`src/sv/rtf_div.sv`:
```
// ----------------------------------------------------------------------------
// rtf_div
// Pipelined restoring divider, one quotient bit per stage.
// Requires n < d * 2**QW; side data travels with each word.
// ----------------------------------------------------------------------------
`default_nettype none

module rtf_div #(
  parameter int unsigned NW = 56,
  parameter int unsigned DW = 33,
  parameter int unsigned QW = 23,
  parameter int unsigned SW = 1
) (
  input  wire logic          clk_i,
  input  wire logic          rst_ni,
  input  wire logic          vld_i,
  input  wire logic [NW-1:0] n_i,
  input  wire logic [DW-1:0] d_i,
  input  wire logic [SW-1:0] side_i,
  output logic               vld_o,
  output logic [QW-1:0]      q_o,
  output logic [SW-1:0]      side_o
);

  logic          vld_a  [QW+1];
  logic [DW-1:0] rem_a  [QW+1];
  logic [QW-1:0] sh_a   [QW+1];
  logic [QW-1:0] quo_a  [QW+1];
  logic [DW-1:0] d_a    [QW+1];
  logic [SW-1:0] side_a [QW+1];

  assign vld_a[0]  = vld_i;
  assign rem_a[0]  = DW'(n_i[NW-1:QW]);
  assign sh_a[0]   = n_i[QW-1:0];
  assign quo_a[0]  = '0;
  assign d_a[0]    = d_i;
  assign side_a[0] = side_i;

  for (genvar g = 0; g < QW; g++) begin : g_stage
    logic          vld_q;
    logic [DW-1:0] rem_q, rem_d;
    logic [QW-1:0] sh_q, quo_q, quo_d;
    logic [DW-1:0] d_q;
    logic [SW-1:0] side_q;
    logic [DW:0]   trial;

    always_comb begin
      trial = {rem_a[g], sh_a[g][QW-1]};
      if (trial >= {1'b0, d_a[g]}) begin
        rem_d = DW'(trial - {1'b0, d_a[g]});
        quo_d = {quo_a[g][QW-2:0], 1'b1};
      end else begin
        rem_d = trial[DW-1:0];
        quo_d = {quo_a[g][QW-2:0], 1'b0};
      end
    end

    always_ff @(posedge clk_i or negedge rst_ni) begin
      if (!rst_ni) begin
        vld_q <= 1'b0;
      end else begin
        vld_q <= vld_a[g];
      end
    end

    always_ff @(posedge clk_i) begin
      rem_q  <= rem_d;
      sh_q   <= {sh_a[g][QW-2:0], 1'b0};
      quo_q  <= quo_d;
      d_q    <= d_a[g];
      side_q <= side_a[g];
    end

    assign vld_a[g+1]  = vld_q;
    assign rem_a[g+1]  = rem_q;
    assign sh_a[g+1]   = sh_q;
    assign quo_a[g+1]  = quo_q;
    assign d_a[g+1]    = d_q;
    assign side_a[g+1] = side_q;
  end

  assign vld_o  = vld_a[QW];
  assign q_o    = quo_a[QW];
  assign side_o = side_a[QW];

  // remainder stays below the divisor at the last stage
  property p_rem_bound;
    @(posedge clk_i) disable iff (!rst_ni)
      vld_a[QW] && ($past(vld_a[0], QW) == 1'b1) && (d_a[QW] != '0)
      && ($past(rem_a[0], QW) < $past(d_a[0], QW)) |-> rem_a[QW] < d_a[QW];
  endproperty
  a_rem_bound: assert property (p_rem_bound) else $error("divider remainder out of range");

endmodule

`default_nettype wire

```
`config.mk`:
```
export PLATFORM = sky130hd
export DESIGN_NAME = rtf_div
export DESIGN_NICKNAME = d
export VERILOG_FILES = /design/src/sv/rtf_div.sv
export SDC_FILE = /design/constraint.sdc
export NUM_CORES = 2
export LEC_CHECK = 0
export BUFFER_PORTS_ARGS = -buffer_cell sky130_fd_sc_hd__buf_2
export CELL_PAD_IN_SITES_DETAIL_PLACEMENT = 1
export CELL_PAD_IN_SITES_GLOBAL_PLACEMENT = 2
export CORE_MARGIN = 2
export CORE_UTILIZATION = 41
export CTS_CLUSTER_SIZE = 12
export DETAILED_ROUTE_END_ITERATION = 7
export MAX_ROUTING_LAYER = met4
export PLACE_DENSITY = 0.82
export SETUP_SLACK_MARGIN = 0.3
export SYNTH_ARGS = -nofsm -noshare
export SYNTH_HDL_FRONTEND = slang
export SYNTH_SLANG_ARGS = --single-unit
export TNS_END_PERCENT = 1
```
`constraint.sdc`:
```
create_clock -name clk_i -period 4.1 [get_ports clk_i]
set_clock_uncertainty 0.05 [all_clocks]
set_input_delay 0.205 -clock clk_i [delete_from_list [all_inputs] [get_ports clk_i]]
set_output_delay 0.205 -clock clk_i [all_outputs]
set_load 0.01 [all_outputs]
```
## Yosys cells after proc, flatten, opt, wreduce, memory -nomap -nowiden

Index checks and enable logic that the tools add are counted.
W data, S select, Z words.

| operators by class | value |
|---|---|
| add/subtract/negate cells | 22 |
| $lt $le $gt $ge | 23 |
| multiplexer cells | 45 |

Operator list:

| operator | number |
|---|---|
| $ge A34 B33 Y1 | 23 |
| $mux W33 | 22 |
| $sub A33 B33 Y33 | 22 |
| $mux W1 | 23 |

| storage, ports and cells | value |
|---|---|
| bits in registers | 2,027 |
| output and inout port bits | 25 |

## Logic depth before layout (Yosys ltp)

| depth | value |
|---|---|
| word-level depth | 2 |
| mapped depth | 17 |

## Worst setup path before layout

No wires, ideal clock.

| timing path | value |
|---|---|
| kind | flip-flop to flip-flop |
| start | register g_stage[20].sh_q[22] |
| end | register g_stage[21].rem_q[20] |
| setup time | 0.121 ns |
| arrival time | 3.324 ns |
| required time | 3.929 ns |
| path slack | 0.605 ns |
| cell stages (with the launch flop) | 16 |
| path buffers | 1 |
| clock period less this slack | 3.495 ns |
| cells stage by stage | dfxtp_1 > inv_1 > ha_1 > inv_1 > fa_1 > a211oi_1 > o21ai_0 > a2111oi_0 > nor2_1 > o31ai_4 > o21ai_2 > a21o_1 > a41oi_2 > nand3_2 > buf_2 > mux2_2 |

| on the way | value |
|---|---|
| word-level cells in the longest chain between the ends | 2 |

Ends and longest elaborated chain:

| item | line | source |
|---|---|---|
| start: declaration | 42 | `logic [QW-1:0] sh_q, quo_q, quo_d;` |
| start signal: assignment | 68 | `sh_q <= {sh_a[g][QW-2:0], 1'b0};` |
| $sub A33 B33 Y33 or $ge A34 B33 Y1 (tied branches) | 50, 49 |  |
| $mux W33 (*) | 49 | `if (trial >= {1'b0, d_a[g]}) begin` |
| net g_stage[21].rem_d[20] | 41 | `logic [DW-1:0] rem_q, rem_d;` |
| end signal: assignment | 67 | `rem_q <= rem_d;` |
| end: declaration | 41 |  |

Mark *: on every way through the listed nets, which the timed path passes. The rest lies on a longest branch.

## Worst setup path after layout

| timing path | value |
|---|---|
| start | input port n_i[22] |
| end | register g_stage[0].rem_q[23] |

| on the way | value |
|---|---|
| word-level cells in the longest chain between the ends | 2 |

Ends and longest elaborated chain:

| item | line | source |
|---|---|---|
| start: declaration | 17 | `input wire logic [NW-1:0] n_i,` |
| $sub A33 B33 Y33 or $ge A34 B33 Y1 (tied branches) | 50, 49 |  |
| $mux W33 (*) | 49 |  |
| net g_stage[0].rem_d[23] | 41 |  |
| end signal: assignment | 67 |  |
| end: declaration | 41 |  |

Marked as above.

==> qor.yml <==
worst_setup_path:
  critPathRequiredTime_ps: 4810
  crit_family: "buffers and inverters"
  path_max_fanout: 6
  cp.depth: 19
  path_buf_inv: 7
  crit_slowest_cell: "dlygate4sd3_1"
  critPathKind: "in -> reg"
  arrival_ps: 4680
  start_kind: "primary input"
  cp_cell_sequence: "buf_2 -> dlygate4sd3_1 -> inv_1 -> ha_1 -> inv_1 -> fa_2 -> a21o_1 -> a21oi_2 -> nor2b_1 -> o21a_1 -> o41ai_2 -> buf_4 -> o211ai_1 -> o21a_1 -> o21bai_2 -> a21oi_4 -> buf_12 -> mux2_2 -> dlygate4sd3_1"
  rr_worst_depth: 13
  crit_path_end_kind: "register"
  slowest_delay_ps: 580
sta:
  slew_headroom_pct: 19.09
  fin_crit_ps: 3971
  maxSlewViolCount: 0
  timing.final.ws_setup_ps: 129.2
  setup_violations: 0
  hold_viol_final: 0
  fin_crit_sh_pct: 96.85
  tightest_slew_ps: 1198
  max_freq_mhz: 251.8
  rsz0062_at_grt: "true"
  hold_ws_ps: 147.7
routing:
  wl_met1_um: 101300
  wl_per_cell_um: 18.96
  dr_wl_met3_um: 6376
  wl_met2_um: 124000
  firstDrtPassIters: 5
  drc_errors: 0
  top_layer_used: "met4"
  vias: 65840
  wirelength_um: 241500
  drtIter0Drc: 2700
  vias_per_cell: 5.170
  antenna_left: 0
power:
  p_switching_uw: 36750
  p_seq_share_pct: 30.9
  pwr-share-comb_pct: 48.0
  p_int_uw: 58100
  ir_worst_vdd_mv: 0.4406
  p_leak_uw: 0.04753
  swShare_pct: 38.75
  power.density_nw_per_um2: 923.2
  clockPowerShare_pct: 21.1
cts:
  cts_made_buffers: 218
  path_clk_slew_ps: 60
  cts_tree: "yes"
  clock_latency_ps: 890
  cts_max_level: 4
  cts_sinks: 2027
  cts_buffer_depth: 3
  cts-root-buf: "clkbuf_16"
synth:
  yosysWarnings: 0
  ys_types: 98
  synthesis.nets: 10100
  syn_avg_cell_area_um2: 9.507
  ys_async_sr_fraction_pct: 1.135
  synth_cells: 9221
  syn_area_um2: 87660
  ys.flop_type: "dfxtp_1"
  synth-edff-count: 0
  yosysSeqAreaShare_pct: 46.42
  ys_ff_latch: 2027
finish:
  final_cells: 12740
  nets: 10610
  layout-drive-gt1-share_pct: 10.48
  stdcell_area_um2: 102700
  layout_common_cells: "dfxtp_1 (2004), inv_1 (961), a21oi_1 (880)"
  syn_to_final_growth_pct: 17.20
  mostFrequentLayoutCell: "dfxtp_1"
global_route:
  grt_overflow: 0
  grtUsageTotal_pct: 22.36
  grt_pass1_vias: 70180
  grt_pass1_wl_um: 379600
  grt_max_degree: 56
  antenna_found_initial: 6
min_path:
  min-delay-path-class: "in -> reg"
  worstHoldPathCells: 3
die:
  initial_utilization_pct: 41.29
  boundaryPins: 118
  rows: 169
  dieArea_um2: 217500
  die-width_um: 466.4
  die_h_um: 466.4
  coreArea_um2: 212300
placement:
  gp_congestion: 0.9022
  dp_hpwl_um: 187800
  io_buffers: 117
  post-place-ws_ps: -99.72
  dp_cells: 12140
  placed_area_um2: 92820
flow_run:
  drv_cap: 0
outcome:
  status: "finished clean"
==> flip-flops by register name (all words and copies together) (netlist names) <==
| signal | flops |
|---|---|
| g_stage.vld_q | 22 |
| g_stage.rem_q | 726 |
| vld_o | 1 |
| side_o | 1 |
| g_stage.quo_q | 253 |
| g_stage.sh_q | 253 |
| g_stage.d_q | 726 |
| q_o | 23 |
| g_stage.side_q | 22 |
==> cells in the mapped netlist (all sizes together) (25+ instances only) <==
cell type	count	area, um2
o31ai	45	351.6
nand3	127	640.6
nand2	568	2132
a21o	410	3078
buf	66	365.4
mux2	222	2601
o21ai	540	2718
and2	29	181.4
xor2	240	2102
or3	27	168.9
dfxtp	2004	40120
xnor2	390	3416
o21bai	114	855.8
ha	759	9497
nor2	583	2191
or2	25	156.4
inv	961	3607
a21oi	895	4487
o21a	84	630.6
a31oi	65	412.9
clkbuf	145	544.3
nand4	109	681.9
nor2b	106	663.1
nand2b	94	588.1
o211ai	31	232.7
nor3	87	435.4
and3	64	405.4
a211oi	48	365.3
==> per-stage QoR <==
stage | setup TNS (ps) | util, % | power (uW)
after detailed placement | -879.8 | 43.72 | 73810
after global routing | 0 | 48.39 | 102100
after global placement | -2045 | 43.72 | 72800
after floorplan | 0 | - | 60750
after CTS | 0 | 48.09 | 94920
final | 0 | 48.40 | 94850
==> metal layers <==
| metal | global-route usage [%] | up-vias |
|---|---|---|
| li1 | - | 32720 |
| met1 | 24.89 | 31750 |
| met3 | 2.699 | 480 |
| met5 | - | - |
| met4 | 8.542 | 0 |
| met2 | 40.53 | 884 |
==> logic make-up after synthesis <==
| group | count (synthesis) | share of synthesized area, % |
|---|---|---|
| adder cells (fa/ha/maj) | 781 | 11.34 |
| XOR/XNOR | 630 | 6.294 |
| multiplexers | 230 | 3.059 |
| AO/OA/AOI/OAI | 2497 | 17.76 |
| AND/OR/NAND/NOR | 1884 | 9.973 |
| buffers and inverters | 1172 | 5.153 |
| flip-flops | 2027 | 46.42 |
==> worst register-to-register path, stage by stage (launching register included) <==
cell and delay (ps):
dfxtp_1 340, inv_1 80, ha_1 300, nor2b_1 130
o21ai_0 230, a21oi_1 170, o211ai_1 470, o21ai_0 350
a221oi_1 530, a211oi_1 150, buf_4 190, a311oi_1 330
xnor2_1 110, mux2_2 260
==> layout make-up <==
| type | instances | area (um2) |
|---|---|---|
| flip-flops and latches | 2027 | 40690 |
| fillers | 23770 | 109600 |
| diodes | 13 | 32.53 |
| inverters | 961 | 3607 |
| clock inverters | 72 | 1176 |
| well taps | 2821 | 3530 |
| clock buffers | 312 | 6222 |
| multi-input cells | 6022 | 43060 |
| repair buffers | 507 | 4425 |
==> worst paths after layout <==
| kind | slack (ps) | startpoint | to |
|---|---|---|---|
| setup / recovery | 130 | n_i[22] | g_stage[0].rem_q[23] |
| hold reg to reg | 260 | g_stage[4].side_q | g_stage[5].side_q |
| min in group asynchronous | 550 | rst_ni | g_stage[19].vld_q |
| hold / removal | 150 | n_i[34] | g_stage[0].rem_q[12] |
| max in group asynchronous | 2830 | rst_ni | g_stage[4].vld_q |
| setup reg to reg | 280 | g_stage[3].d_q[1] | g_stage[4].rem_q[29] |
==> power groups by stage <==
stage,registers [uW],clock network [uW],logic (uW)
floorplan,28000,0,32800
global placement,29800,0,43000
detailed placement,29800,0,44000
CTS,29500,20600,44800
global route,30000,21500,50700
finish,29300,20000,45500
==> timing repair <==
item	CTS	global route
gates cloned	0	7
gates resized for setup	23	71
hold endpoints to repair	114	0
hold buffers	175	0
setup endpoints to repair	371	617
setup buffers	2	15
pin swaps	3	30
Power figures use the tool's default switching activity.
